$ cat config.mk
export PLATFORM = sky130hd
export DESIGN_NAME = cpb_csr
export DESIGN_NICKNAME = d
export VERILOG_FILES = /design/src/design/clipped_palette_blit_core_macros.svh /design/src/design/cpb_pkg.sv /design/src/design/cpb_csr.sv
export SDC_FILE = /design/constraint.sdc
export NUM_CORES = 1
export LEC_CHECK = 0
export BUFFER_PORTS_ARGS = -buffer_cell sky130_fd_sc_hd__buf_4
export CAP_MARGIN = 20
export CELL_PAD_IN_SITES_DETAIL_PLACEMENT = 1
export CELL_PAD_IN_SITES_GLOBAL_PLACEMENT = 2
export CORE_MARGIN = 2
export CORE_UTILIZATION = 30
export DETAILED_ROUTE_END_ITERATION = 10
export MAX_ROUTING_LAYER = met4
export PLACE_DENSITY = 0.85
export SLEW_MARGIN = 30
export SYNTH_ARGS = -nofsm -noshare
export SYNTH_HDL_FRONTEND = slang
export SYNTH_SLANG_ARGS = --single-unit
$ cat constraint.sdc
create_clock -name clock -period 1.8 [get_ports clock]
set_input_delay 0 -clock clock [delete_from_list [all_inputs] [get_ports clock]]
set_output_delay 0 -clock clock [all_outputs]
set_load 0.01 [all_outputs]
$ cat src/design/clipped_palette_blit_core_macros.svh
// Assertion macros shared by the blitter modules.
`ifndef CLIPPED_PALETTE_BLIT_CORE_MACROS_SVH
`define CLIPPED_PALETTE_BLIT_CORE_MACROS_SVH

// Check a property on every clock edge outside reset.
`define CPB_ASSERT(label, prop, msg) \
   label: assert property (@(posedge clock) disable iff (reset) (prop)) else $error(msg);

// Check a property on every clock edge, reset included.
`define CPB_ASSERT_ALWAYS(label, prop, msg) \
   label: assert property (@(posedge clock) (prop)) else $error(msg);

`endif

$ cat src/design/cpb_pkg.sv
// Shared constants, types and helper functions of the palette blitter.
package cpb_pkg;

   localparam int PALETTE_ENTRIES = 256;
   localparam int MAX_DIMENSION   = 4096;

   localparam int PAL_AW     = $clog2(PALETTE_ENTRIES);
   localparam int INDEX_W    = 8;
   localparam int RGB_W      = 24;
   localparam int DIM_W      = 13;
   localparam int CNT_W      = $clog2(MAX_DIMENSION);
   localparam int POS_W      = CNT_W + 1;
   localparam int ADDR_W     = 24;
   localparam int PROD_W     = POS_W + DIM_W;
   localparam int CSR_IDX_W  = 3;
   localparam int CSR_DATA_W = 13;

   // Register indexes of the configuration port.
   localparam logic [CSR_IDX_W-1:0] REG_BUFFER_WIDTH  = 3'd0;
   localparam logic [CSR_IDX_W-1:0] REG_BUFFER_HEIGHT = 3'd1;
   localparam logic [CSR_IDX_W-1:0] REG_DEST_X        = 3'd2;
   localparam logic [CSR_IDX_W-1:0] REG_DEST_Y        = 3'd3;
   localparam logic [CSR_IDX_W-1:0] REG_PIC_WIDTH     = 3'd4;
   localparam logic [CSR_IDX_W-1:0] REG_PIC_HEIGHT    = 3'd5;
   localparam logic [CSR_IDX_W-1:0] REG_COLOUR_MODE   = 3'd6;

   // Input item kinds.
   localparam logic CMD_PALETTE = 1'b0;
   localparam logic CMD_PIXEL   = 1'b1;

   // Configuration as the datapath sees it: sizes saturated, origin clamped.
   typedef struct packed {
      logic [DIM_W-1:0] buf_w;
      logic [DIM_W-1:0] buf_h;
      logic [DIM_W-1:0] pic_w;
      logic [DIM_W-1:0] pic_h;
      logic [CNT_W-1:0] org_x;
      logic [CNT_W-1:0] org_y;
      logic             true_colour;
   } cfg_type;

   // Destination of the current source pixel.
   typedef struct packed {
      logic [POS_W-1:0] col;
      logic [POS_W-1:0] row;
      logic             last;
   } pos_type;

   // Saturate a dimension to MAX_DIMENSION, and lift zero to one if asked.
   function automatic logic [DIM_W-1:0] sat_dim(input logic [DIM_W-1:0] v,
                                                input logic min_one);
      logic [DIM_W-1:0] r;
      r = v;
      if (min_one && (v == '0)) begin
         r = DIM_W'(1);
      end else if (v > DIM_W'(MAX_DIMENSION)) begin
         r = DIM_W'(MAX_DIMENSION);
      end
      return r;
   endfunction

   // Clamp a signed position to zero and keep the counter-wide part.
   function automatic logic [CNT_W-1:0] clamp_pos(input logic [DIM_W-1:0] v);
      return v[DIM_W-1] ? '0 : v[CNT_W-1:0];
   endfunction

   // True when an index names a palette entry that exists.
   function automatic logic pal_hit(input logic [INDEX_W-1:0] idx);
      return {1'b0, idx} < (INDEX_W + 1)'(PALETTE_ENTRIES);
   endfunction

endpackage

$ cat src/design/cpb_csr.sv
// Configuration registers of the blitter, stored in datapath form.
module cpb_csr (
   input  logic                             clock,
   input  logic                             reset,
   input  logic                             csr_valid,
   output logic                             csr_ready,
   input  logic [cpb_pkg::CSR_IDX_W-1:0]    csr_index,
   input  logic [cpb_pkg::CSR_DATA_W-1:0]   csr_wdata,
   output cpb_pkg::cfg_type                 cfg
);

   cpb_pkg::cfg_type cfg_ff;
   cpb_pkg::cfg_type cfg_in;

   assign csr_ready = 1'b1;

   // Saturate and clamp on the way in, so the datapath sees ready values.
   always_comb begin
      cfg_in = cfg_ff;
      if (csr_valid) begin
         case (csr_index)
            cpb_pkg::REG_BUFFER_WIDTH:  cfg_in.buf_w = cpb_pkg::sat_dim(csr_wdata, 1'b0);
            cpb_pkg::REG_BUFFER_HEIGHT: cfg_in.buf_h = cpb_pkg::sat_dim(csr_wdata, 1'b0);
            cpb_pkg::REG_DEST_X:        cfg_in.org_x = cpb_pkg::clamp_pos(csr_wdata);
            cpb_pkg::REG_DEST_Y:        cfg_in.org_y = cpb_pkg::clamp_pos(csr_wdata);
            cpb_pkg::REG_PIC_WIDTH:     cfg_in.pic_w = cpb_pkg::sat_dim(csr_wdata, 1'b1);
            cpb_pkg::REG_PIC_HEIGHT:    cfg_in.pic_h = cpb_pkg::sat_dim(csr_wdata, 1'b1);
            cpb_pkg::REG_COLOUR_MODE:   cfg_in.true_colour = csr_wdata[0];
            default: begin
            end
         endcase
      end
   end

   always_ff @(posedge clock) begin
      if (reset) begin
         cfg_ff.buf_w       <= cpb_pkg::DIM_W'(640);
         cfg_ff.buf_h       <= cpb_pkg::DIM_W'(480);
         cfg_ff.pic_w       <= cpb_pkg::DIM_W'(1);
         cfg_ff.pic_h       <= cpb_pkg::DIM_W'(1);
         cfg_ff.org_x       <= '0;
         cfg_ff.org_y       <= '0;
         cfg_ff.true_colour <= 1'b0;
      end else begin
         cfg_ff <= cfg_in;
      end
   end

   assign cfg = cfg_ff;

endmodule

==> summary.md <==
Counting every net in the synthesized netlist gives 385. The layout-stage area growth over the synthesis result came out at 36.7%. The critical path required time was 2.04 ns; the final max-slew violation count was 0. In the routed design, unresolved DRC markers number 0.

The run gives 0 as the initial antenna violation count. For this run the aggregate overflow at the end of global routing stands at 0. The register with the most flip-flops in the layout has 77 of them. The worst register-to-register path ends at cfg[38]. The number of storage elements in the synthesis netlist is 77. The floorplan die area came out at 10600 um2. The total number of placement rows was 36. In the final layout, the share of cells above drive strength 1 is 27.3%.

STA puts the critical path data arrival time at 1.30 ns. The aggregate routed wire length is 9600 um. The remaining antenna violation count after routing was 0; the later-pin clock latency in the skew report was 0.35 ns.

Last weighted congestion value of the routability-driven placer: 0.781. The number of buffers created by CTS is 9, and the total number of nets in the final design is 472. The floorplan step set the die height to 103 um.

After routing, the total negative slack on setup checks comes to 0 ns. Across the VDD grid, the largest voltage drop is 0.391 mV. In this run the number of H-tree levels came out at 3. For this design the static power due to leakage is 0.00159 uW.

The number of DRC violations after detailed-routing iteration 0 was 80. Area inside the core boundary: 9640 um2. The type of element launching the critical path is an input port. The path with the worst hold slack has its endpoint at cfg[37].

Timing would allow up to 945 MHz. Of all nets on the critical path, the largest fanout is 14. The worst setup path is of the input port to flip-flop kind. The run gives 52.7% as the register area share after synthesis. For the final database, setup skew stands at 0 ns.

Of the available clock period, the critical path in the final layout requires 58.8%. Cells fill 41.5% of the core in the end. For the final-report hold violation count, the log shows 0. The startpoint of the lowest-slack register-to-register path was cfg[38]. Setup violations remaining at the end of the flow were counted as 0. The clock-pin transition on the worst setup and hold timing paths works out to 0.08 ns. The cell count of the worst hold path was 3.

The run gives 0 as the post-CTS setup repair buffer count. The HPWL after detailed placement is 6620 um, and the reg-to-reg setup timing slack is 1.04 ns. TritonCTS built the clock tree. Post-synthesis instance area: 2930 um2.

Setup repair after global routing left no endpoint under its margin. The tools report the capturing element type of the critical path as a flip-flop. At the pin with the least slew margin, the transition time is 0.808 ns. Detailed routing inserted a total of 2789 vias. The flow ran to the end, and the final reports show no timing, DRC or antenna violations. The boundary pin count came out at 97.

Before antenna repair, the detailed router went through 4 iterations. Distinct cell type count of the synthesized netlist: 26. Each instance of the synthesized netlist takes up on average 7.99 um2. Global routing consumed, over all layers together, 19.0% of the routing resources. The number of sinks on the clock net was 77; the x dimension of the die was 103 um. Buffers placed on the I/O ports in this run total 95.

Once the floorplan was initialized, standard cells occupied 30.3% of the core. Max-cap violations in this run came to 0. The tools report the instance count of the mapped netlist as 366. After detailed routing, the average wire length per cell comes to 16.2 um. Excluding fillers, the count of instances in the completed layout stands at 591. The tools report the hold buffer count at CTS as 1.

Leaving out fill and tap cells, the most frequent cell in the layout is nand2_1. The power per unit of standard cell area is 907 nW/um2. The worst pin sits at a relative slew slack of 46.1%. The number of gates resized after CTS was 0.

The number of cell instances on the worst register-to-register path is 3, and the setup slack of the critical path after layout is 0.742 ns. 0 antenna diodes ended up in the layout. The start point of the worst min-delay path was csr_wdata[12].

Once placement completed, the tool counted placed cells totaling 574. The largest net degree at the start of global routing is 79. The library cells used most frequently in the layout, excluding fill and tap cells, are nand2_1, buf_4, dfxtp_1. The root buffer cell is clkbuf_8.

No sink is reached through more buffers than the 2 on the longest clock path. The worst min-delay path class is input port to flip-flop. The minimum period implied by the final worst setup slack was 1.06 ns. For the total number of yosys warnings, the log shows 0. The number of global-route vias before repair was 2740; the worst setup slack before clock tree synthesis was 0.364 ns. After detailed routing, the number of vias per cell comes to 4.72. The first global-routing pass estimated 14500 um of wire.
## power by group
part / internal, uW / switching [uW] / leakage (uW) / total (uW)
Combinational: 111 / 170 / 0.000845 / 280
Sequential: 1730 / 15.5 / 0.000622 / 1740
Clock: 928 / 676 / 0.000124 / 1600
## metrics by stage
step	hold slack, ns	cell area (um2)	power (uW)
after floorplan	0.144	2930	1930
after global placement	0.251	3740	2060
after detailed placement	0.270	3740	2070
after CTS	0.00507	4000	3660
after global routing	0.0202	4000	3750
final	0.0130	4000	3630
## final cells by class
| type | instances | area [um2] |
|---|---|---|
| clock inverters | 7 | 121 |
| well taps | 133 | 166 |
| repair buffers | 106 | 798 |
| flip-flops and latches | 77 | 1540 |
| clock buffers | 9 | 124 |
| inverters | 2 | 7.51 |
| multi-input cells | 257 | 1240 |
| fillers | 1202 | 5640 |
## cells by family (layout without fill, tap and decap cells)
kind of cell | count (synthesis) | in the layout | synth area share, %
AOI/OAI and AO/OA | 73 | 73 | 13.1
buffers and inverters | 32 | 124 | 4.88
and+or+nand+nor | 180 | 180 | 28.1
DFF | 77 | 77 | 52.7
muxes | 3 | 3 | 1.03
other | 1 | 1 | 0.128
## synth_stat cells, drive strengths merged
| cell | instances | share of area (%) |
|---|---|---|
| a211o | 2 | 0.60 |
| a21oi | 68 | 12 |
| a2bb2oi | 2 | 0.60 |
| a311oi | 1 | 0.30 |
| and4b | 2 | 0.68 |
| and4bb | 3 | 1.3 |
| buf | 16 | 2.8 |
| clkbuf | 14 | 1.8 |
| conb | 1 | 0.13 |
| dfxtp | 77 | 53 |
| inv | 2 | 0.26 |
| mux2i | 3 | 1.0 |
| nand2 | 144 | 18 |
| nand2b | 1 | 0.21 |
| nand3b | 4 | 1.0 |
| nand4b | 3 | 0.90 |
| nand4bb | 3 | 1.2 |
| nor2 | 3 | 0.38 |
| nor2b | 12 | 2.6 |
| nor3 | 1 | 0.17 |
| nor4 | 2 | 0.43 |
| nor4b | 1 | 0.51 |
| or4b | 1 | 0.34 |
## critical path, stage by stage
cell	delay, ns
buf_4	0.15
or4b_1	0.78
a211o_1	0.37
## layer usage
metal | global-route usage, % | share of wire, %
met1 | 23.5 | 44
met2 | 30.0 | 47
met3 | 4.95 | 6.4
met4 | 6.98 | 2.3
met5 | - | 0
## how the worst max path moves through the flow
stage | start | slack, ns | end | cells past startpoint
after floorplan | csr_index[0] | 0.75 | cfg[65] | 5
after global placement | csr_index[0] | 0.39 | cfg[71] | 3
after detailed placement | csr_index[0] | 0.36 | cfg[71] | 3
after CTS | csr_index[0] | 0.74 | cfg[71] | 3
after global routing | csr_index[0] | 0.69 | cfg[71] | 3
final | csr_index[0] | 0.74 | cfg[71] | 3
Power figures use the tool's default switching activity.
