## config.mk

```make
export PLATFORM = sky130hd
export DESIGN_NAME = cpb_cursor
export DESIGN_NICKNAME = d
export VERILOG_FILES = /design/src/design/cpb_pkg.sv /design/src/design/cpb_cursor.sv
export VERILOG_INCLUDE_DIRS = /design/src /design/src/design
export SDC_FILE = /design/constraint.sdc
export NUM_CORES = 1
export LEC_CHECK = 0
export ABC_CLOCK_PERIOD_IN_PS = 5890
export BUFFER_PORTS_ARGS = -buffer_cell sky130_fd_sc_hd__buf_2
export CORE_MARGIN = 8
export CORE_UTILIZATION = 50
export CTS_CLUSTER_DIAMETER = 50
export DETAILED_ROUTE_END_ITERATION = 8
export PLACE_DENSITY = 0.79
export SLEW_MARGIN = 20
export SYNTH_ARGS = -nofsm -noshare
export SYNTH_HDL_FRONTEND = slang
export SYNTH_SLANG_ARGS = --single-unit
```

## constraint.sdc

```tcl
create_clock -name clock -period 5.89 [get_ports clock]
set_clock_uncertainty 0.15 [all_clocks]
set_input_delay 0.589 -clock clock [delete_from_list [all_inputs] [get_ports clock]]
set_output_delay 0.589 -clock clock [all_outputs]
set_load 0.02 [all_outputs]
```

## src/design/clipped_palette_blit_core_macros.svh

```systemverilog
// Assertion macros shared by the blitter modules.
`ifndef CLIPPED_PALETTE_BLIT_CORE_MACROS_SVH
`define CLIPPED_PALETTE_BLIT_CORE_MACROS_SVH

// Check a property on every clock edge outside reset.
`define CPB_ASSERT(label, prop, msg) \
   label: assert property (@(posedge clock) disable iff (reset) (prop)) else $error(msg);

// Check a property on every clock edge, reset included.
`define CPB_ASSERT_ALWAYS(label, prop, msg) \
   label: assert property (@(posedge clock) (prop)) else $error(msg);

`endif

```

## src/design/cpb_pkg.sv

```systemverilog
// Shared constants, types and helper functions of the palette blitter.
package cpb_pkg;

   localparam int PALETTE_ENTRIES = 256;
   localparam int MAX_DIMENSION   = 4096;

   localparam int PAL_AW     = $clog2(PALETTE_ENTRIES);
   localparam int INDEX_W    = 8;
   localparam int RGB_W      = 24;
   localparam int DIM_W      = 13;
   localparam int CNT_W      = $clog2(MAX_DIMENSION);
   localparam int POS_W      = CNT_W + 1;
   localparam int ADDR_W     = 24;
   localparam int PROD_W     = POS_W + DIM_W;
   localparam int CSR_IDX_W  = 3;
   localparam int CSR_DATA_W = 13;

   // Register indexes of the configuration port.
   localparam logic [CSR_IDX_W-1:0] REG_BUFFER_WIDTH  = 3'd0;
   localparam logic [CSR_IDX_W-1:0] REG_BUFFER_HEIGHT = 3'd1;
   localparam logic [CSR_IDX_W-1:0] REG_DEST_X        = 3'd2;
   localparam logic [CSR_IDX_W-1:0] REG_DEST_Y        = 3'd3;
   localparam logic [CSR_IDX_W-1:0] REG_PIC_WIDTH     = 3'd4;
   localparam logic [CSR_IDX_W-1:0] REG_PIC_HEIGHT    = 3'd5;
   localparam logic [CSR_IDX_W-1:0] REG_COLOUR_MODE   = 3'd6;

   // Input item kinds.
   localparam logic CMD_PALETTE = 1'b0;
   localparam logic CMD_PIXEL   = 1'b1;

   // Configuration as the datapath sees it: sizes saturated, origin clamped.
   typedef struct packed {
      logic [DIM_W-1:0] buf_w;
      logic [DIM_W-1:0] buf_h;
      logic [DIM_W-1:0] pic_w;
      logic [DIM_W-1:0] pic_h;
      logic [CNT_W-1:0] org_x;
      logic [CNT_W-1:0] org_y;
      logic             true_colour;
   } cfg_type;

   // Destination of the current source pixel.
   typedef struct packed {
      logic [POS_W-1:0] col;
      logic [POS_W-1:0] row;
      logic             last;
   } pos_type;

   // Saturate a dimension to MAX_DIMENSION, and lift zero to one if asked.
   function automatic logic [DIM_W-1:0] sat_dim(input logic [DIM_W-1:0] v,
                                                input logic min_one);
      logic [DIM_W-1:0] r;
      r = v;
      if (min_one && (v == '0)) begin
         r = DIM_W'(1);
      end else if (v > DIM_W'(MAX_DIMENSION)) begin
         r = DIM_W'(MAX_DIMENSION);
      end
      return r;
   endfunction

   // Clamp a signed position to zero and keep the counter-wide part.
   function automatic logic [CNT_W-1:0] clamp_pos(input logic [DIM_W-1:0] v);
      return v[DIM_W-1] ? '0 : v[CNT_W-1:0];
   endfunction

   // True when an index names a palette entry that exists.
   function automatic logic pal_hit(input logic [INDEX_W-1:0] idx);
      return {1'b0, idx} < (INDEX_W + 1)'(PALETTE_ENTRIES);
   endfunction

endpackage

```

## src/design/cpb_cursor.sv

```systemverilog
// Source column and row counters and the destination of the current pixel.
`include "clipped_palette_blit_core_macros.svh"

module cpb_cursor (
   input  logic             clock,
   input  logic             reset,
   input  logic             advance,
   input  cpb_pkg::cfg_type cfg,
   output cpb_pkg::pos_type pos
);

   logic [cpb_pkg::CNT_W-1:0] column_ff, column_in;
   logic [cpb_pkg::CNT_W-1:0] row_ff, row_in;
   logic [cpb_pkg::DIM_W-1:0] column_next;
   logic [cpb_pkg::DIM_W-1:0] row_next;
   logic                      last_col;
   logic                      last_row;

   assign column_next = cpb_pkg::DIM_W'(column_ff) + cpb_pkg::DIM_W'(1);
   assign row_next    = cpb_pkg::DIM_W'(row_ff) + cpb_pkg::DIM_W'(1);
   assign last_col    = column_next >= cfg.pic_w;
   assign last_row    = row_next >= cfg.pic_h;

   assign pos.col  = cpb_pkg::POS_W'(cfg.org_x) + cpb_pkg::POS_W'(column_ff);
   assign pos.row  = cpb_pkg::POS_W'(cfg.org_y) + cpb_pkg::POS_W'(row_ff);
   assign pos.last = last_col && last_row;

   // Wrap to the next row at the last column; restart after the last row.
   always_comb begin
      column_in = column_ff;
      row_in    = row_ff;
      if (advance) begin
         if (last_col) begin
            column_in = '0;
            row_in    = last_row ? '0 : row_next[cpb_pkg::CNT_W-1:0];
         end else begin
            column_in = column_next[cpb_pkg::CNT_W-1:0];
         end
      end
   end

   always_ff @(posedge clock) begin
      if (reset) begin
         column_ff <= '0;
         row_ff    <= '0;
      end else begin
         column_ff <= column_in;
         row_ff    <= row_in;
      end
   end

   `CPB_ASSERT(a_reset_home, $past(reset) |-> (column_ff == '0 && row_ff == '0), "cursor not home after reset")
   `CPB_ASSERT(a_end_wraps, (advance && pos.last) |=> (column_ff == '0 && row_ff == '0), "cursor did not restart after picture end")

endmodule

```

==> summary.md <==
| Metric | Value |
|---|---|
| Largest net degree at the start of global routing | `18` |
| Final Max Slew Viols | `0` |
| Cell accounting for the most synthesized area | `ha_1` |
| CTS H-tree depth | `1` |
| Portion of netlist area occupied by mux cells | `0.338%` |
| Dpl cell area | `around 0.0034 mm²` |
| DRC violation count after routing | `0` |
| Final Hold Fails | `0` |
| Area growth syn-to-layout | `16.6%` |
| RSZ-0062 raised after global routing | `no` |
| Compound-Gate Fraction of Synth Area | `a little under a quarter` |
| Clock power frac | `27.2%` |
| Hold path endpoint | `row_ff[5]$_SDFFE_PP0P_` |
| Setup TNS | `0 ns` |
| CTS Sinks | `24` |
| Vias in the first global route | `between 2,000 and 3,000` |
| Total wire length | `roughly 7500 µm` |
| Worst Path Class, Setup | `flip-flop to output pin` |
| CTS tree | `done` |
| Initial antenna violation count | `0` |
| PwrDens | `approximately 110 mW/mm²` |
| NumNets Final | `around 590` |
| Warning count from the yosys run | `0` |
| Cell Int Power | `between 0.0002 and 0.0003 W` |
| First-pass GRT wire length | `12,500 µm` |
| Hold Buf Count CTS | `0` |
| Num ports | `about 110` |
| IO Port Bufs | `slightly below 80` |
| Reg2Reg Depth | `11` |
| Final total power | `about 0.00038 W` |
| Capturing point of the worst reg2reg path | `row_ff[2]$_SDFFE_PP0P_` |
| DP HPWL | `approximately 6200 µm` |
| Commonest cells in the netlist | `ha_1, inv_1, nand2_1, xnor2_1` |
| Period minus WS final | `~4.0 ns` |
| Chip height | `92.9 µm` |
| DIE AREA | `0.00864 mm²` |
| CTS Buf Count | `3` |
| Leakage power | `1.87 nW` |
| Status | `finished clean` |
| Top-count cell post-synth | `ha_1` |
| EDFF count, synth | `0` |
| Yosys cell types | `45` |
| Post-synthesis simple-gate area fraction | `roughly 18%` |
| Combinational share of power | `~29%` |
| CP Capture Type | `output pin` |
| Post-CTS resize count | `0` |
| Synth Area in Adders | `about a quarter` |
| Drt pass-1 iters | `4` |
| Die X | `just over 90 µm` |
| Post-Synthesis Mean Instance Area | `between 7 and 8 µm²` |
| Wirelength per Cell | `approximately 14 µm` |
| Via Count | `roughly 3,000` |
| Postcts setup bufs | `0` |
| Grt ovf | `0` |
| Net Sw Frac | `roughly a third` |
| Synth area leaders | `ha_1, dfxtp_1, xnor2_1` |
| WHS Path Cells | `1` |
| Seq/Total Area, Yosys | `~16%` |
| CP Max Fanout | `10` |
| Antenna diodes | `0` |
| Xor-xnor portion of the synthesized cell area | `about an eighth` |
| Worst slew pin tran | `0.991 ns` |
| Initial drt markers | `201` |
| Total GRT Usage | `16.9%` |
| Layout cells sized above 1 | `between 10% and 20%` |
| Clock latency on the worst-skew pair | `between 0.2 and 0.3 ns` |
| Synth top area share | `between 20% and 30%` |
| Post-DRT Antenna Nets | `0` |
| Fin crit share | `roughly two thirds` |
| Mapped cell area | `~0.003 mm²` |
| Final hold slack | `around 0.40 ns` |
| Vias per inst | `~5.6` |
| Final instance area | `~0.0035 mm²` |
| Min-Delay Startpoint | `row_ff[5]$_SDFFE_PP0P_` |
| CP required | `between 5 and 6 ns` |
| Placer Congestion | `0.859` |
| Clk pin slew, worst setup/hold paths | `0.09 ns` |
| R2R setup slack | `2.21 ns` |
| Row cnt | `28` |
| CTS Buffer Depth | `2` |
| CP Launch Type | `flip-flop` |
| Dominant synthesized flop cell | `dfxtp_1` |
| Peak VDD IR | `108 µV` |
| # fillers | `555` |
| Combinational family with the most area after synthesis | `adder cells` |
| Worst r2r src | `column_ff[4]$_SDFFE_PP0P_` |
| Max Clk Rate | `roughly 250 MHz` |
| Syn nets | `515` |
| Endpoints failing setup | `0` |
| Core area | `between 0.005 and 0.006 mm²` |
| Slew HR | `about 33%` |
| #FFs+latches synth | `24` |
| Root Driver | `clkbuf_8` |
| Psw | `0.000123 W` |
| Max-Cap Viols | `0` |
| Hold Crit Class | `flip-flop to flip-flop` |
| Data arrival, critical path | `between 3 and 4 ns` |
| Mapped Cells | `379` |
| Asr flop ratio synth | `0%` |
| Sequential power share | `44.1%` |
| Initial core utilization | `a little over 50%` |
[sequential cells by signal, indices dropped and copies added (netlist names)]
| name | cells |
|---|---|
| column_ff | 12 |
| row_ff | 12 |
[how the worst max path moves through the flow]
| stage | start | endpoint | slack [ns] |
|---|---|---|---|
| 2_1_floorplan | cfg[5] | pos[10] | 2.64 |
| 3_3_place_gp | row_ff[3]$_SDFFE_PP0P_ | pos[0] | 2.31 |
| 3_5_place_dp | row_ff[3]$_SDFFE_PP0P_ | pos[0] | 2.26 |
| 4_1_cts | row_ff[3]$_SDFFE_PP0P_ | pos[0] | 1.93 |
| 5_1_grt | row_ff[3]$_SDFFE_PP0P_ | pos[0] | 1.67 |
| 6_report | row_ff[3]$_SDFFE_PP0P_ | pos[0] | 1.93 |
[kinds of logic (layout without fill, tap and decap cells)]
kind of cell    count (synthesis)  in the layout
simple gates                  107            107
xor+xnor                       41             41
flops                          24             24
buf+inv                        53            125
compound gates                 97             97
mux                             1              1
fa+ha+maj                      56             56
[worst max-delay path, stage by stage (launching register included)]
cell	delay, ns
dfxtp_1	0.49
nand3_1	0.19
inv_1	0.09
nand3_1	0.16
nor3_1	0.26
xor2_1	0.27
ha_1	0.29
a21o_1	0.16
a21oi_1	0.20
nand3_1	0.12
o211ai_2	0.40
a21oi_1	0.14
buf_2	0.18
[routing by layer]
layer / vias up / wire length (µm) / track usage (%)
met5: - / 0 / 0
met4: 0 / 88 / 5.10
met3: 14 / 422 / 3.64
met2: 89 / 3780 / 31.0
met1: 1356 / 3170 / 18.9
li1: 1510 / - / -
[metrics by stage]
stage | cells | utilization [%] | setup slack, ns
after floorplan | 379 | - | 2.64
after global routing | 526 | 59.4 | 1.67
after detailed placement | 523 | 58.6 | 2.26
after CTS | 526 | 59.4 | 1.93
after global placement | 523 | 58.6 | 2.31
final | 526 | 59.4 | 1.93
[placed cells by master, fill, tap and decap left out, drive strengths merged, types with 6 or more instances in the layout]
cell type  synthesis  layout
buf                2      79
ha                54      54
inv               43      43
nand2             29      29
xnor2             29      29
nor2              24      24
dfxtp             24      24
a21oi             22      22
nand3             15      15
o21ai             14      14
xor2              12      12
a21o              12      12
nor3              11      11
a22oi              9       9
a31oi              7       7
and3               6       6
a32o               6       6
[power groups by stage]
stage | combinational, W | sequential, W | clock [W]
after floorplan | 0.0000696 | 0.000169 | 0
after global placement | 0.000106 | 0.000170 | 0
after detailed placement | 0.000109 | 0.000171 | 0
after CTS | 0.000110 | 0.000167 | 0.000101
after global routing | 0.000121 | 0.000167 | 0.000109
final | 0.000109 | 0.000167 | 0.000103
[area by class of cell]
class	count	area, µm²	area share, %
Multi-Input combinational cell	302	2280	66.0
Sequential cell	24	480	13.9
Timing Repair Buffer	79	395	11.5
Inverter	43	161	4.68
Tap cell	75	93.8	2.72
Clock buffer	3	41.3	1.20
(Power assumes the default switching activity.)
